## src/rtl/lss_pkg.sv

```systemverilog
package lss_pkg;

	localparam int unsigned CFG_IDX_W = 3;
	localparam int unsigned CFG_DATA_W = 16;

	localparam logic [CFG_IDX_W-1:0] REG_BRIGHTNESS = 3'd0;
	localparam logic [CFG_IDX_W-1:0] REG_ZERO_HIGH  = 3'd1;
	localparam logic [CFG_IDX_W-1:0] REG_ZERO_LOW   = 3'd2;
	localparam logic [CFG_IDX_W-1:0] REG_ONE_HIGH   = 3'd3;
	localparam logic [CFG_IDX_W-1:0] REG_ONE_LOW    = 3'd4;
	localparam logic [CFG_IDX_W-1:0] REG_LATCH      = 3'd5;

	localparam logic [1:0] OP_TICK  = 2'd0;
	localparam logic [1:0] OP_WRITE = 2'd1;
	localparam logic [1:0] OP_CLEAR = 2'd2;
	localparam logic [1:0] OP_START = 2'd3;

	localparam logic [1:0] PH_IDLE = 2'd0;
	localparam logic [1:0] PH_HIGH = 2'd1;
	localparam logic [1:0] PH_LOW  = 2'd2;
	localparam logic [1:0] PH_GAP  = 2'd3;

	localparam logic [4:0] BIT_TOP = 5'd23;

	typedef logic [23:0] pixel_t;

	typedef struct packed {
		logic [7:0]  brightness;
		logic [14:0] zero_high_ticks;
		logic [14:0] zero_low_ticks;
		logic [14:0] one_high_ticks;
		logic [14:0] one_low_ticks;
		logic [15:0] latch_ticks;
	} cfg_t;

	typedef struct packed {
		logic wr;
		logic clr;
	} pix_cmd_t;

	typedef struct packed {
		logic tick;
		logic start;
	} seq_cmd_t;

	typedef struct packed {
		logic busy;
		logic high;
	} line_stat_t;

	// Exact floor(c * b / 255) for 8-bit operands without a divider.
	function automatic logic [7:0] scale8(input logic [7:0] c, input logic [7:0] b);
		logic [15:0] p;
		logic [16:0] s;
		p = 16'(c) * 16'(b);
		s = 17'(p) + 17'(p[15:8]) + 17'd1;
		return s[15:8];
	endfunction

endpackage

```

## src/rtl/lss_ifs.sv

```systemverilog
interface lss_in_if import lss_pkg::*; ();
	logic        valid;
	logic        ready;
	logic [1:0]  op;
	logic [15:0] index;
	logic [7:0]  red;
	logic [7:0]  green;
	logic [7:0]  blue;
	modport source(output valid, op, index, red, green, blue, input ready);
	modport sink(input valid, op, index, red, green, blue, output ready);
endinterface

interface lss_out_if;
	logic valid;
	logic ready;
	logic line_level;
	logic busy_res;
	logic rejected;
	modport source(output valid, line_level, busy_res, rejected, input ready);
	modport sink(input valid, line_level, busy_res, rejected, output ready);
endinterface

interface lss_cfg_if import lss_pkg::*; ();
	logic                  valid;
	logic                  ready;
	logic [CFG_IDX_W-1:0]  index;
	logic [CFG_DATA_W-1:0] data;
	modport source(output valid, index, data, input ready);
	modport sink(input valid, index, data, output ready);
endinterface

```

## src/rtl/lss_cfg_regs.sv

```systemverilog
module lss_cfg_regs import lss_pkg::*; (
	input  logic      clk,
	input  logic      arst_n,
	lss_cfg_if.sink   cfg,
	output cfg_t      regs
);

	cfg_t regs_q;

	assign cfg.ready = 1'b1;
	assign regs = regs_q;

	always_ff @(posedge clk or negedge arst_n) begin
		if (!arst_n) begin
			regs_q.brightness      <= 8'd255;
			regs_q.zero_high_ticks <= 15'd4;
			regs_q.zero_low_ticks  <= 15'd8;
			regs_q.one_high_ticks  <= 15'd8;
			regs_q.one_low_ticks   <= 15'd4;
			regs_q.latch_ticks     <= 16'd500;
		end else if (cfg.valid) begin
			unique case (cfg.index)
				REG_BRIGHTNESS: regs_q.brightness      <= cfg.data[7:0];
				REG_ZERO_HIGH:  regs_q.zero_high_ticks <= cfg.data[14:0];
				REG_ZERO_LOW:   regs_q.zero_low_ticks  <= cfg.data[14:0];
				REG_ONE_HIGH:   regs_q.one_high_ticks  <= cfg.data[14:0];
				REG_ONE_LOW:    regs_q.one_low_ticks   <= cfg.data[14:0];
				REG_LATCH:      regs_q.latch_ticks     <= cfg.data;
				default: begin
				end
			endcase
		end
	end

endmodule

```

## src/rtl/lss_pixel_store.sv

```systemverilog
module lss_pixel_store import lss_pkg::*; #(
	parameter int LED_COUNT = 64,
	parameter int AW = 6
) (
	input  logic          clk,
	input  logic          arst_n,
	input  pix_cmd_t      cmd,
	input  logic [AW-1:0] wr_addr,
	input  logic [7:0]    red,
	input  logic [7:0]    green,
	input  logic [7:0]    blue,
	input  logic [7:0]    brightness,
	input  logic          rd_en,
	input  logic [AW-1:0] rd_addr,
	output pixel_t        rd_data,
	output pixel_t        pix0,
	output logic          clearing
);

	localparam logic [AW-1:0] LAST_ADDR = AW'(LED_COUNT - 1);

	pixel_t        mem [LED_COUNT];
	pixel_t        rd_data_q;
	pixel_t        pix0_q;
	pixel_t        wr_pixel;
	logic          clr_q;
	logic [AW-1:0] clr_addr_q;

	assign wr_pixel = {scale8(green, brightness), scale8(red, brightness),
		scale8(blue, brightness)};
	assign rd_data = rd_data_q;
	assign pix0 = pix0_q;
	assign clearing = clr_q;

	// The sweep runs once after reset and once per clear item, one entry a cycle.
	always_ff @(posedge clk or negedge arst_n) begin
		if (!arst_n) begin
			clr_q      <= 1'b1;
			clr_addr_q <= '0;
		end else if (cmd.clr) begin
			clr_q      <= 1'b1;
			clr_addr_q <= '0;
		end else if (clr_q) begin
			if (clr_addr_q == LAST_ADDR) begin
				clr_q <= 1'b0;
			end else begin
				clr_addr_q <= clr_addr_q + 1'b1;
			end
		end
	end

	// Entry zero is mirrored so that a frame can start without a read delay.
	always_ff @(posedge clk or negedge arst_n) begin
		if (!arst_n) begin
			pix0_q <= '0;
		end else if (cmd.clr) begin
			pix0_q <= '0;
		end else if (cmd.wr && wr_addr == '0) begin
			pix0_q <= wr_pixel;
		end
	end

	always_ff @(posedge clk) begin
		if (clr_q) begin
			mem[clr_addr_q] <= '0;
		end else if (cmd.wr) begin
			mem[wr_addr] <= wr_pixel;
		end
	end

	always_ff @(posedge clk) begin
		if (rd_en) begin
			rd_data_q <= mem[rd_addr];
		end
	end

endmodule

```

## src/rtl/lss_line_seq.sv

```systemverilog
module lss_line_seq import lss_pkg::*; #(
	parameter int LED_COUNT = 64,
	parameter int AW = 6
) (
	input  logic          clk,
	input  logic          arst_n,
	input  seq_cmd_t      cmd,
	input  cfg_t          regs,
	input  pixel_t        pix0,
	input  pixel_t        next_pixel,
	output logic          rd_en,
	output logic [AW-1:0] rd_addr,
	output line_stat_t    stat
);

	localparam logic [AW-1:0] LAST_PTR = AW'(LED_COUNT - 1);
	localparam logic [AW:0]   COUNT_W  = (AW + 1)'(LED_COUNT);

	logic [1:0]    phase_q;
	logic [15:0]   cnt_q;
	logic [4:0]    bit_q;
	logic [AW-1:0] ptr_q;
	pixel_t        cur_q;

	logic          cur_bit;
	logic [15:0]   raw_len;
	logic [15:0]   len;
	logic [15:0]   cnt_nx;
	logic          phase_done;
	logic [AW:0]   ptr_plus2;

	assign stat.busy = (phase_q != PH_IDLE);
	assign stat.high = (phase_q == PH_HIGH);

	assign cur_bit = cur_q[bit_q];
	assign cnt_nx = cnt_q + 16'd1;
	assign ptr_plus2 = {1'b0, ptr_q} + (AW + 1)'(2);

	always_comb begin
		unique case (phase_q)
			PH_HIGH: raw_len = cur_bit ? {1'b0, regs.one_high_ticks}
				: {1'b0, regs.zero_high_ticks};
			PH_LOW:  raw_len = cur_bit ? {1'b0, regs.one_low_ticks}
				: {1'b0, regs.zero_low_ticks};
			default: raw_len = regs.latch_ticks;
		endcase
		len = (raw_len == '0) ? 16'd1 : raw_len;
	end

	assign phase_done = cmd.tick && stat.busy && (cnt_nx >= len);

	// The next pixel is fetched as soon as the current one is loaded; a pixel
	// lasts at least 48 ticks, so the read is long finished when it is needed.
	always_comb begin
		rd_en   = 1'b0;
		rd_addr = AW'(1);
		if (cmd.start) begin
			rd_en   = (LED_COUNT > 1);
			rd_addr = AW'(1);
		end else if (phase_done && phase_q == PH_LOW && bit_q == '0
			&& ptr_q != LAST_PTR) begin
			rd_en   = (ptr_plus2 < COUNT_W);
			rd_addr = ptr_plus2[AW-1:0];
		end
	end

	always_ff @(posedge clk or negedge arst_n) begin
		if (!arst_n) begin
			phase_q <= PH_IDLE;
			cnt_q   <= '0;
			bit_q   <= BIT_TOP;
			ptr_q   <= '0;
			cur_q   <= '0;
		end else if (cmd.start) begin
			phase_q <= PH_HIGH;
			cnt_q   <= '0;
			bit_q   <= BIT_TOP;
			ptr_q   <= '0;
			cur_q   <= pix0;
		end else if (cmd.tick && stat.busy) begin
			if (!phase_done) begin
				cnt_q <= cnt_nx;
			end else begin
				cnt_q <= '0;
				unique case (phase_q)
					PH_HIGH: phase_q <= PH_LOW;
					PH_LOW: begin
						if (bit_q != '0) begin
							bit_q   <= bit_q - 5'd1;
							phase_q <= PH_HIGH;
						end else if (ptr_q == LAST_PTR) begin
							phase_q <= PH_GAP;
						end else begin
							ptr_q   <= ptr_q + 1'b1;
							cur_q   <= next_pixel;
							bit_q   <= BIT_TOP;
							phase_q <= PH_HIGH;
						end
					end
					default: begin
						phase_q <= PH_IDLE;
						ptr_q   <= '0;
						bit_q   <= BIT_TOP;
					end
				endcase
			end
		end
	end

endmodule

```

## src/rtl/rgb_led_strip_serializer_top.sv

```systemverilog
// LED strip serializer.
// Items arrive on in_ch (op, index, red, green, blue) and each one yields exactly
// one result item on out_ch (line_level, busy_res, rejected) in the cycle after
// it is accepted. Registers are written through cfg, which is always ready.
// A tick item advances the serial line by one tick; write items scale the colour
// by brightness and store it, a start item begins a frame of LED_COUNT pixels.
// Throughput is one item per cycle for tick, write and start items. A clear item
// taken while no frame runs starts a sweep of the pixel memory, one entry per
// cycle, and no item is taken until it ends. The same sweep runs after reset
// before the first item is accepted; configuration writes are taken throughout.
// The result sits in an output register: a new item is accepted whenever that
// register is empty or being emptied in the same cycle, so a stalled receiver
// holds back input after one result has been buffered.
// The pixel memory is read one pixel ahead of the frame, through a single
// registered read port, with entry zero mirrored in a register.
module rgb_led_strip_serializer_top import lss_pkg::*; #(
	parameter int LED_COUNT = 64
) (
	input  logic      clk,
	input  logic      arst_n,
	lss_in_if.sink    in_ch,
	lss_out_if.source out_ch,
	lss_cfg_if.sink   cfg
);

	localparam int AW = (LED_COUNT > 1) ? $clog2(LED_COUNT) : 1;

	cfg_t          regs;
	pix_cmd_t      pix_cmd;
	seq_cmd_t      seq_cmd;
	line_stat_t    stat;
	pixel_t        rd_data;
	pixel_t        pix0;
	logic          clearing;
	logic          rd_en;
	logic [AW-1:0] rd_addr;
	logic          accept;
	logic          in_range;
	logic          res_level;
	logic          res_busy;
	logic          res_rej;

	logic          out_valid_q;
	logic          level_q;
	logic          busy_q;
	logic          rej_q;

	assign in_ch.ready = !clearing && (!out_valid_q || out_ch.ready);
	assign accept = in_ch.valid && in_ch.ready;
	assign in_range = {1'b0, in_ch.index} < 17'(LED_COUNT);

	assign pix_cmd.wr  = accept && in_ch.op == OP_WRITE && !stat.busy && in_range;
	assign pix_cmd.clr = accept && in_ch.op == OP_CLEAR && !stat.busy;
	assign seq_cmd.tick  = accept && in_ch.op == OP_TICK;
	assign seq_cmd.start = accept && in_ch.op == OP_START && !stat.busy;

	always_comb begin
		res_level = stat.high;
		res_busy  = stat.busy;
		res_rej   = 1'b0;
		if (in_ch.op != OP_TICK && !stat.busy) begin
			unique case (in_ch.op)
				OP_WRITE: res_rej = !in_range;
				OP_START: begin
					res_level = 1'b1;
					res_busy  = 1'b1;
				end
				default: begin
				end
			endcase
		end else if (in_ch.op != OP_TICK) begin
			res_rej = 1'b1;
		end
	end

	always_ff @(posedge clk or negedge arst_n) begin
		if (!arst_n) begin
			out_valid_q <= 1'b0;
		end else if (accept) begin
			out_valid_q <= 1'b1;
		end else if (out_ch.ready) begin
			out_valid_q <= 1'b0;
		end
	end

	always_ff @(posedge clk) begin
		if (accept) begin
			level_q <= res_level;
			busy_q  <= res_busy;
			rej_q   <= res_rej;
		end
	end

	assign out_ch.valid      = out_valid_q;
	assign out_ch.line_level = level_q;
	assign out_ch.busy_res   = busy_q;
	assign out_ch.rejected   = rej_q;

	lss_cfg_regs u_cfg_regs (
		.clk    (clk),
		.arst_n (arst_n),
		.cfg    (cfg),
		.regs   (regs)
	);

	lss_pixel_store #(
		.LED_COUNT (LED_COUNT),
		.AW        (AW)
	) u_pixel_store (
		.clk        (clk),
		.arst_n     (arst_n),
		.cmd        (pix_cmd),
		.wr_addr    (in_ch.index[AW-1:0]),
		.red        (in_ch.red),
		.green      (in_ch.green),
		.blue       (in_ch.blue),
		.brightness (regs.brightness),
		.rd_en      (rd_en),
		.rd_addr    (rd_addr),
		.rd_data    (rd_data),
		.pix0       (pix0),
		.clearing   (clearing)
	);

	lss_line_seq #(
		.LED_COUNT (LED_COUNT),
		.AW        (AW)
	) u_line_seq (
		.clk        (clk),
		.arst_n     (arst_n),
		.cmd        (seq_cmd),
		.regs       (regs),
		.pix0       (pix0),
		.next_pixel (rd_data),
		.rd_en      (rd_en),
		.rd_addr    (rd_addr),
		.stat       (stat)
	);

endmodule

```

## src/flat_wrapper.sv

```systemverilog
// flat-port wrapper written by rule: the top's interface ports become plain ports
module rgb_led_strip_serializer_top_flat import lss_pkg::*;
#(
	parameter int LED_COUNT = 64
)
  (clk, arst_n, in_ch_valid, in_ch_op, in_ch_index, in_ch_red, in_ch_green, in_ch_blue, in_ch_ready, out_ch_valid, out_ch_line_level, out_ch_busy_res, out_ch_rejected, out_ch_ready, cfg_valid, cfg_index, cfg_data, cfg_ready);
  lss_in_if in_ch_i ();
  lss_out_if out_ch_i ();
  lss_cfg_if cfg_i ();
  input  logic clk;
  input  logic arst_n;
  input wire logic [$bits(in_ch_i.valid)-1:0] in_ch_valid;
  input wire logic [$bits(in_ch_i.op)-1:0] in_ch_op;
  input wire logic [$bits(in_ch_i.index)-1:0] in_ch_index;
  input wire logic [$bits(in_ch_i.red)-1:0] in_ch_red;
  input wire logic [$bits(in_ch_i.green)-1:0] in_ch_green;
  input wire logic [$bits(in_ch_i.blue)-1:0] in_ch_blue;
  output wire logic [$bits(in_ch_i.ready)-1:0] in_ch_ready;
  output wire logic [$bits(out_ch_i.valid)-1:0] out_ch_valid;
  output wire logic [$bits(out_ch_i.line_level)-1:0] out_ch_line_level;
  output wire logic [$bits(out_ch_i.busy_res)-1:0] out_ch_busy_res;
  output wire logic [$bits(out_ch_i.rejected)-1:0] out_ch_rejected;
  input wire logic [$bits(out_ch_i.ready)-1:0] out_ch_ready;
  input wire logic [$bits(cfg_i.valid)-1:0] cfg_valid;
  input wire logic [$bits(cfg_i.index)-1:0] cfg_index;
  input wire logic [$bits(cfg_i.data)-1:0] cfg_data;
  output wire logic [$bits(cfg_i.ready)-1:0] cfg_ready;
  assign in_ch_i.valid = in_ch_valid;
  assign in_ch_i.op = in_ch_op;
  assign in_ch_i.index = in_ch_index;
  assign in_ch_i.red = in_ch_red;
  assign in_ch_i.green = in_ch_green;
  assign in_ch_i.blue = in_ch_blue;
  assign in_ch_ready = in_ch_i.ready;
  assign out_ch_valid = out_ch_i.valid;
  assign out_ch_line_level = out_ch_i.line_level;
  assign out_ch_busy_res = out_ch_i.busy_res;
  assign out_ch_rejected = out_ch_i.rejected;
  assign out_ch_i.ready = out_ch_ready;
  assign cfg_i.valid = cfg_valid;
  assign cfg_i.index = cfg_index;
  assign cfg_i.data = cfg_data;
  assign cfg_ready = cfg_i.ready;
  rgb_led_strip_serializer_top #(.LED_COUNT(LED_COUNT)) u_core (.clk(clk), .arst_n(arst_n), .in_ch(in_ch_i), .out_ch(out_ch_i), .cfg(cfg_i));
endmodule
```

## config.mk

```make
export PLATFORM = sky130hd
export DESIGN_NAME = rgb_led_strip_serializer_top_flat
export DESIGN_NICKNAME = d
export VERILOG_FILES = /design/src/rtl/lss_pkg.sv /design/src/rtl/lss_ifs.sv /design/src/rtl/lss_cfg_regs.sv /design/src/rtl/lss_pixel_store.sv /design/src/rtl/lss_line_seq.sv /design/src/rtl/rgb_led_strip_serializer_top.sv /design/src/flat_wrapper.sv
export SDC_FILE = /design/constraint.sdc
export NUM_CORES = 2
export LEC_CHECK = 0
export BUFFER_PORTS_ARGS = -buffer_cell sky130_fd_sc_hd__buf_4
export CORE_UTILIZATION = 33
export DETAILED_ROUTE_END_ITERATION = 8
export PLACE_DENSITY = 0.54
export SLEW_MARGIN = 15
export SYNTH_ARGS = -nofsm -noshare
export SYNTH_HDL_FRONTEND = slang
export SYNTH_HIERARCHICAL = 1
export SYNTH_SLANG_ARGS = --single-unit
```

## constraint.sdc

```tcl
create_clock -name clk -period 13.37 [get_ports clk]
set_input_delay 2.674 -clock clk [delete_from_list [all_inputs] [get_ports clk]]
set_output_delay 2.674 -clock clk [all_outputs]
set_load 0.01 [all_outputs]
```

==> Yosys cells after proc, flatten, opt, wreduce, memory -nomap -nowiden <==
Memories as Yosys holds them, arrays and structs flattened. A register that Yosys moved wholly into a read port is not among the register bits.
Cells that the tools add are included.
Widths: inputs -> output; s select.
{ "totals": {"regBits": 172, "latchBits": 0, "mem_bits_rw": 1536, "romBits": 0, "inputBits": 66, "out_inout_bits": 6, "wordCells": 167, "mem_count": 1} }
{ "classes": {"add_sub_neg": 11, "n_mul": 3, "div": 0, "n_lt_le_gt_ge": 4, "n_eq_ne": 20, "shifts": 0, "mux": 62, "n_bitwise": 0, "reduce_logical": 48} }
{ "mem_list": {"columns": ["memory", "words", "word_bits", "rd", "rd_ports_with_merged_regs", "write_ports", "line_no", "source"], "rows": [
  ["u_core.u_pixel_store.mem", 64, 24, 1, 1, 1, "lss_pixel_store.sv:22", "pixel_t mem [LED_COUNT];"]
]} }
{ "op_table": {"columns": ["operator", "n"], "rows": [
  ["$mux 24", 9],
  ["$mux 6", 11],
  ["$add 16x1->16 const B", 4],
  ["$mux 16", 4],
  ["$add 16x8->16", 3],
  ["$mul 8x8->16", 3],
  ["$pmux 16 s2", 1],
  ["$mux 15", 2],
  ["$mux 5", 5],
  ["$reduce_or 24->1", 1],
  ["$mux 1", 21],
  ["$logic_and 1x1->1", 17],
  ["$ge 16x16->1", 1],
  ["$logic_not 16->1", 1],
  ["$lt 16x7->1 const B", 1],
  ["$reduce_and 2->1", 8],
  ["$reduce_bool 2->1", 8],
  ["$add 6x1->6 const B", 2],
  ["$eq 6x6->1 const B", 2],
  ["$pmux 6 s2", 1],
  ["$mux 2", 5],
  ["$pmux 5 s2", 1],
  ["$reduce_and 5->1", 2],
  ["$ne 2x1->1 const B", 4],
  ["22 further kinds", 31]
]} }

==> Longest topological paths before layout <==
{ "depth": {"depth_word": 13, "depth_mapped": 28, "depth_no_buf": 23} }

==> Modules after synthesis <==
Netlist, hierarchy kept.
{ "modules_own_cells": {"columns": ["module", "n_inst", "cells_per_inst", "area_each_um2", "seq_area_each_um2"], "rows": [
  ["lss_pixel_store", 1, 3398, 68512.0, 47621.9],
  ["lss_line_seq", 1, 482, 4152.7, 1331.3],
  ["lss_cfg_regs", 1, 185, 3362.0, 2124.5],
  ["rgb_led_strip_serializer_top", 1, 24, 249.0, 115.1]
]} }

==> Least setup slack after synthesis <==
OpenSTA, ideal clock, no wires.
{ "synth_path": {"path_type": "input to register", "from": "input port in_ch_blue[5]", "to": "memory u_core/u_pixel_store/mem[0][7] (netlist name), data pin", "setup_time_ns": 0.906, "arrival_ns": 10.827, "t_required_ns": 12.464, "setup_slack_ns": 1.637, "stages": 20, "n_path_buf": 0, "path_cell_list": "nand2_1 > fa_1 > fa_1 > inv_1 > fa_1 > inv_1 > fa_1 > inv_1 > ha_1 > a21o_1 > a221oi_1 > xor2_1 > inv_1 > ha_1 > o21ai_0 > a21oi_1 > nor2_1 > nor2_1 > a41oi_4 > o41ai_1"} }
{ "synth_via": {"elab_chain_len": 4} }
{ "synth_lines": {"columns": ["element", "line_no", "source"], "rows": [
  ["from (decl)", "flat_wrapper.sv:17", "input wire logic [$bits(in_ch_i.blue)-1:0] in_ch_blue;"],
  ["$mul 8x8->16", "lss_pkg.sv:55", "p = 16'(c) * 16'(b);"],
  ["$add 16x8->16", "lss_pkg.sv:56", "s = 17'(p) + 17'(p[15:8]) + 17'd1;"],
  ["$add 16x1->16", "lss_pkg.sv:56", null],
  ["$mux 24 (no line)", null, null],
  ["to (decl)", "lss_pixel_store.sv:22", null]
]} }
Every way passes these cells.

==> Final worst setup path <==
{ "layout_path": {"from": "register u_core.u_line_seq.bit_q[2]", "to": "register u_core.u_pixel_store.rd_data_q[14] (netlist: u_core/u_pixel_store/rd_data[14]), read port of u_core.u_pixel_store.mem, data pin"} }
{ "layout_via": {"elab_chain_len": 13, "word_cells_on_any_way": 17, "cone_classes": "1 x order compare; 10 x mux; 6 x reduce/logical"} }
{ "layout_lines": {"columns": ["element", "line_no", "source"], "rows": [
  ["from (decl)", "lss_line_seq.sv:21", "logic [4:0] bit_q;"],
  ["from (signal assigned)", "lss_line_seq.sv:89", "bit_q <= bit_q - 5'd1;"],
  ["$bmux 1 s5", "lss_line_seq.sv:35", "assign cur_bit = cur_q[bit_q];"],
  ["$mux 1 (implied by the code)", "lss_line_seq.sv:35", null],
  ["$mux 15, on equally long branches", "lss_line_seq.sv:43, lss_line_seq.sv:41", null],
  ["$pmux 16 s2", "lss_line_seq.sv:40", "unique case (phase_q)"],
  ["$logic_not 16->1", "lss_line_seq.sv:47", "len = (raw_len == '0) ? 16'd1 : raw_len;"],
  ["$mux 16", "lss_line_seq.sv:47", null],
  ["$ge 16x16->1", "lss_line_seq.sv:50", "assign phase_done = cmd.tick && stat.busy && (cnt_nx >= len);"],
  ["$logic_and 1x1->1", "lss_line_seq.sv:50", null],
  ["$logic_and 1x1->1", "lss_line_seq.sv:60", "end else if (phase_done && phase_q == PH_LOW && bit_q == '0"],
  ["$logic_and 1x1->1 *", "lss_line_seq.sv:60", null],
  ["$logic_and 1x1->1 *", "lss_line_seq.sv:61", "&& ptr_q != LAST_PTR) begin"],
  ["$mux 6 *", "lss_line_seq.sv:60", null],
  ["$mux 6 *", "lss_line_seq.sv:57", "if (cmd.start) begin"],
  ["net u_core.rd_addr[0]", "rgb_led_strip_serializer_top.sv:36", "logic [AW-1:0] rd_addr;"],
  ["to (decl)", "lss_pixel_store.sv:23", "pixel_t rd_data_q;"]
]} }
Mark *: on every way through the listed nets, which the timed path passes. The rest lies on a longest branch. The select of a mux whose other input is x is not followed.
A chain may end at the register's enable or synchronous reset.

==> flow_summary_export.csv <==
group,metric,value,unit
routing,met1_length,88.9,mm
clock_network,cts.clk_slew.worst_paths,60,ps
routing,routed.top_layer,"met4",
cells_and_area,fill_cells,21000,
sta,maxSlewViolCount,0,
placement,io_buffers,70,
pwr,power_leakage,0.0314,uW
sta,post-route-period-util,70.2,%
sta,finClkSkew,52.8,ps
synth,syn_nets,4414,
setup_path,path_buf_inv,1,
sta,slew_headroom,17.5,%
synth,yosysWarnings,6,
sta,hold_slack,498,ps
placement,gp_routability_congestion,0.786,
setup_path,crit_required,13890,ps
clock_network,numCtsBuffers,173,
clock_network,cts_tree,"yes",
setup_path,path_max_fanout,44,
floorplanning,rows,176,
sta,setup_tns,0,ps
routing,routed_wl,198,mm
cells_and_area,area_growth,14.0,%
hold_path,whs_path_depth,2,
synth,synth_edf_count,1563,
floorplanning,fp.dieW,483,um
cells_and_area,final_area,0.0869,mm2
routing,wl_per_cell,26.8,um
placement,place_ws,3300,ps
setup_path,r2r-end,"u_core/u_pixel_store/rd_data[14]",
synth,netlist.area_leader.share,61.5,%
cells_and_area,seqCellArea,0.0512,mm2
synth,yosys.area.top_type,"edfxtp_1",
global_routing,grtUsageTotal,17.1,%
setup_path,critPathMostFrequentCell,"mux4_2",
sta,tightest_slew,1230,ps
clock_network,clockBufferDepth,3,
synth,avgSynthCellArea,18.7,um2
synth,yosys_most_used_dff,"edfxtp_1",
placement,dpl.cell_count,7085,
setup_path,rr_worst_depth,22,
sta,max_freq,107,MHz
clock_network,cts_resized,0,
synth,postSynthCellCount,4089,
routing,dr_wl_met2,95.0,mm
pwr,vdd_drop_max,0.155,mV
global_routing,grt.overflow.total,0,
clock_network,postCtsSetupBuffers,0,
clock_network,numClockSinks,1732,
global_routing,grt_max_degree,129,
clock_network,cts_root_buf,"clkbuf_16",
floorplanning,start_util,33.2,%
setup_path,r2r-start,"u_core/u_line_seq/bit_q[2]",
synth,syn_area,0.0763,mm2
setup_path,regToRegSetupSlack,3980,ps
routing,drc,0,
cells_and_area,nets,4562,
floorplanning,io-pin-count,72,
setup_path,path_delay_family,"multiplexers",
routing,ant_nets,0,
setup_path,critPathArrivalTime,9910,ps
job,maxCapViolations,0,
sta,rsz0062_at_grt,"no",
synth,ys_top_cells_by_area,"edfxtp_1 (62%), mux4_2 (15%), dfrtp_1 (4.8%)",
synth,ys_seq_area_share,67.1,%
clock_network,cts.htree.levels,4,
routing,vias,39200,
routing,drt_pass1_iterations,5,
routing,first_iter_violations,4159,
global_routing,grt_pass1_vias,40200,
global_routing,grt_pass1_wl,288,mm
cells_and_area,final_layout_size_suffix_gt1_share,26.0,%
sta,fin_crit,9390,ps
hold_path,hold_path_class,"reg -> reg",
floorplanning,fp.coreArea,0.230,mm2
routing,viasPerCell,5.29,
sta,hold_violations,0,
setup_path,cp_slowest_cell,"buf_4",
placement,hpwl,110,mm
clock_network,cts.hold.buffers_added,0,
setup_path,path_class,"reg -> reg",
setup_path,cp-start-kind,"flip-flop",
floorplanning,die_y,483,um
global_routing,antenna_found_initial,8,
cells_and_area,fin_cells,7408,
floorplanning,dieArea,0.233,mm2
synth,async_flop_share,9.76,%
synth,ys_seq_elements,1732,
sta,fin_ws,3980,ps
setup_path,critPathCaptureType,"flip-flop",
pwr,p_per_area,180,mW/mm2
placement,place_area,0.0813,mm2
synth,synth.distinct_cells,93,
routing,wl_met3,11.2,mm
setup_path,slowest_delay,850,ps
setup_path,crit_chain,"mux4_2 > o2111ai_2 > nand3_2 > mux2_2 > a221oi_1 > and4_1 > nand4_1 > o31ai_2 > ha_1 > nand2b_1 > a21o_1 > a21o_1 > a21oi_1 > o21ai_1 > a21oi_1 > nor2_1 > nand3_1 > or3_4 > buf_4 > mux4_2 > mux4_2 > mux4_2",
hold_path,holdPathEnd,"u_core/u_line_seq/cur_q[23]",
hold_path,hold_path.startpoint,"u_core/u_pixel_store/pix0[23]",
clock_network,clkLatencyLatePin,820,ps
sta,setup_viol_count_final,0,
cells_and_area,multiInputGateArea,0.0244,mm2
outcome,status,"finished clean",
## registers in the layout, summed over array words and instances (netlist names), 2 cells and up
name                             count
u_core/u_line_seq/cur_q             24
u_core/u_pixel_store/rd_data        24
u_core/u_line_seq/bit_q              5
u_core/u_line_seq/ptr_q              6
u_core/u_line_seq/phase_q            2
u_core/u_pixel_store/mem          1536
u_core/u_cfg_regs/regs              84
u_core/u_line_seq/cnt_q             16
u_core/u_pixel_store/clr_addr_q      6
u_core/u_pixel_store/pix0           24
## Yosys cell counts, types with 6 or more instances
| cell | instances |
|---|---|
| or4_1 | 9 |
| and2_1 | 172 |
| a311oi_1 | 7 |
| o21ai_0 | 42 |
| nor2b_1 | 15 |
| nand4_1 | 19 |
| nand3b_1 | 11 |
| a21oi_1 | 76 |
| a31oi_1 | 18 |
| mux2i_1 | 68 |
| buf_2 | 11 |
| nand3_1 | 39 |
| nor4_1 | 15 |
| o21a_1 | 14 |
| o211ai_1 | 9 |
| buf_1 | 30 |
| nor3_1 | 20 |
| nor2_1 | 147 |
| inv_1 | 170 |
| a22o_1 | 6 |
| clkbuf_1 | 134 |
| edfxtp_1 | 1563 |
| nand2_1 | 144 |
| xnor2_1 | 34 |
| a211oi_1 | 22 |
| ha_1 | 151 |
| dfrtp_1 | 146 |
| mux2_2 | 71 |
| mux4_2 | 505 |
| mux2_4 | 20 |
| a21o_1 | 21 |
| a221oi_1 | 9 |
| nand2b_1 | 18 |
| dfstp_2 | 23 |
| and3_1 | 24 |
| buf_4 | 6 |
| or2_2 | 9 |
| o21ai_1 | 38 |
| xor2_1 | 31 |
| fa_1 | 108 |
| or3_1 | 13 |
## routing by layer
metal | vias up | track usage, %
li1 | 16600 | -
met1 | 21300 | 24.4
met2 | 1047 | 27.7
met3 | 202 | 2.61
met4 | 0 | 3.40
met5 | - | 0
## stage by stage
step           total power [uW]  utilization (%)
2_1_floorplan              9570                -
3_3_place_gp              10900             35.3
3_5_place_dp              11000             35.4
4_1_cts                   15800             37.8
5_1_grt                   16600             37.8
6_report                  15700             37.8
## area by class of cell
| class | count | area share, % |
|---|---|---|
| flip-flops and latches | 1732 | 58.9 |
| multi-input cells | 1997 | 28.0 |
| clock buffers | 220 | 5.22 |
| well taps | 3026 | 4.36 |
| repair buffers | 161 | 1.60 |
| clock inverters | 97 | 1.17 |
| inverters | 172 | 0.746 |
| diodes | 3 | 0.00864 |
## power breakdown
| group | internal, uW | leakage, uW | switching [uW] |
|---|---|---|---|
| combinational | 1790 | 0.00981 | 3050 |
| clock | 2660 | 0.00268 | 2110 |
| sequential | 5930 | 0.0189 | 119 |
## worst min-delay path: cells and delay by family (launching register included)
| family | cells | cell delay, ps |
|---|---|---|
| flip-flops | 1 | 350 |
| AO/OA/AOI/OAI | 1 | 60 |
| AND/OR/NAND/NOR | 1 | 50 |
## cells by family after synthesis
group | share of synthesized area (%)
AO/OA/AOI/OAI | 2.82
multiplexers | 17.3
AND/OR/NAND/NOR | 4.70
flip-flops | 67.1
buffers and inverters | 1.93
XOR/XNOR | 0.830
other | 0.00492
adder cells (fa/ha/maj) | 5.31
## cells in the final DEF (no fill, tap or decap), types with 39 or more instances in the layout
master,synthesis,layout
edfxtp_1,1563,1563
mux4_2,505,505
clkbuf_16,0,173
and2_1,172,172
inv_1,170,170
ha_1,151,151
buf_4,6,147
dfrtp_1,146,146
nand2_1,144,144
fa_1,108,108
nor2_4,0,78
mux2_2,71,71
a21oi_1,76,71
nor2_1,147,68
mux2i_1,68,67
clkinv_1,1,47
clkbuf_1,134,44
o21ai_0,42,42
nand3_1,39,39
## how the worst max path moves through the flow
stage	from	depth (start not counted)	slack, ps	to
floorplan	in_ch_blue[5]	20	1640	u_core/u_pixel_store/mem[0][7]
global route	in_ch_red[5]	23	3470	u_core/u_pixel_store/mem[28][12]
detailed placement	in_ch_red[5]	23	3300	u_core/u_pixel_store/mem[63][12]
global placement	in_ch_red[5]	23	3340	u_core/u_pixel_store/mem[62][12]
finish	u_core/u_line_seq/bit_q[2]	22	3980	u_core/u_pixel_store/rd_data[14]
CTS	u_core/u_line_seq/bit_q[2]	23	3840	u_core/u_pixel_store/rd_data[14]
Note: power is estimated with default switching activity, not from simulation.
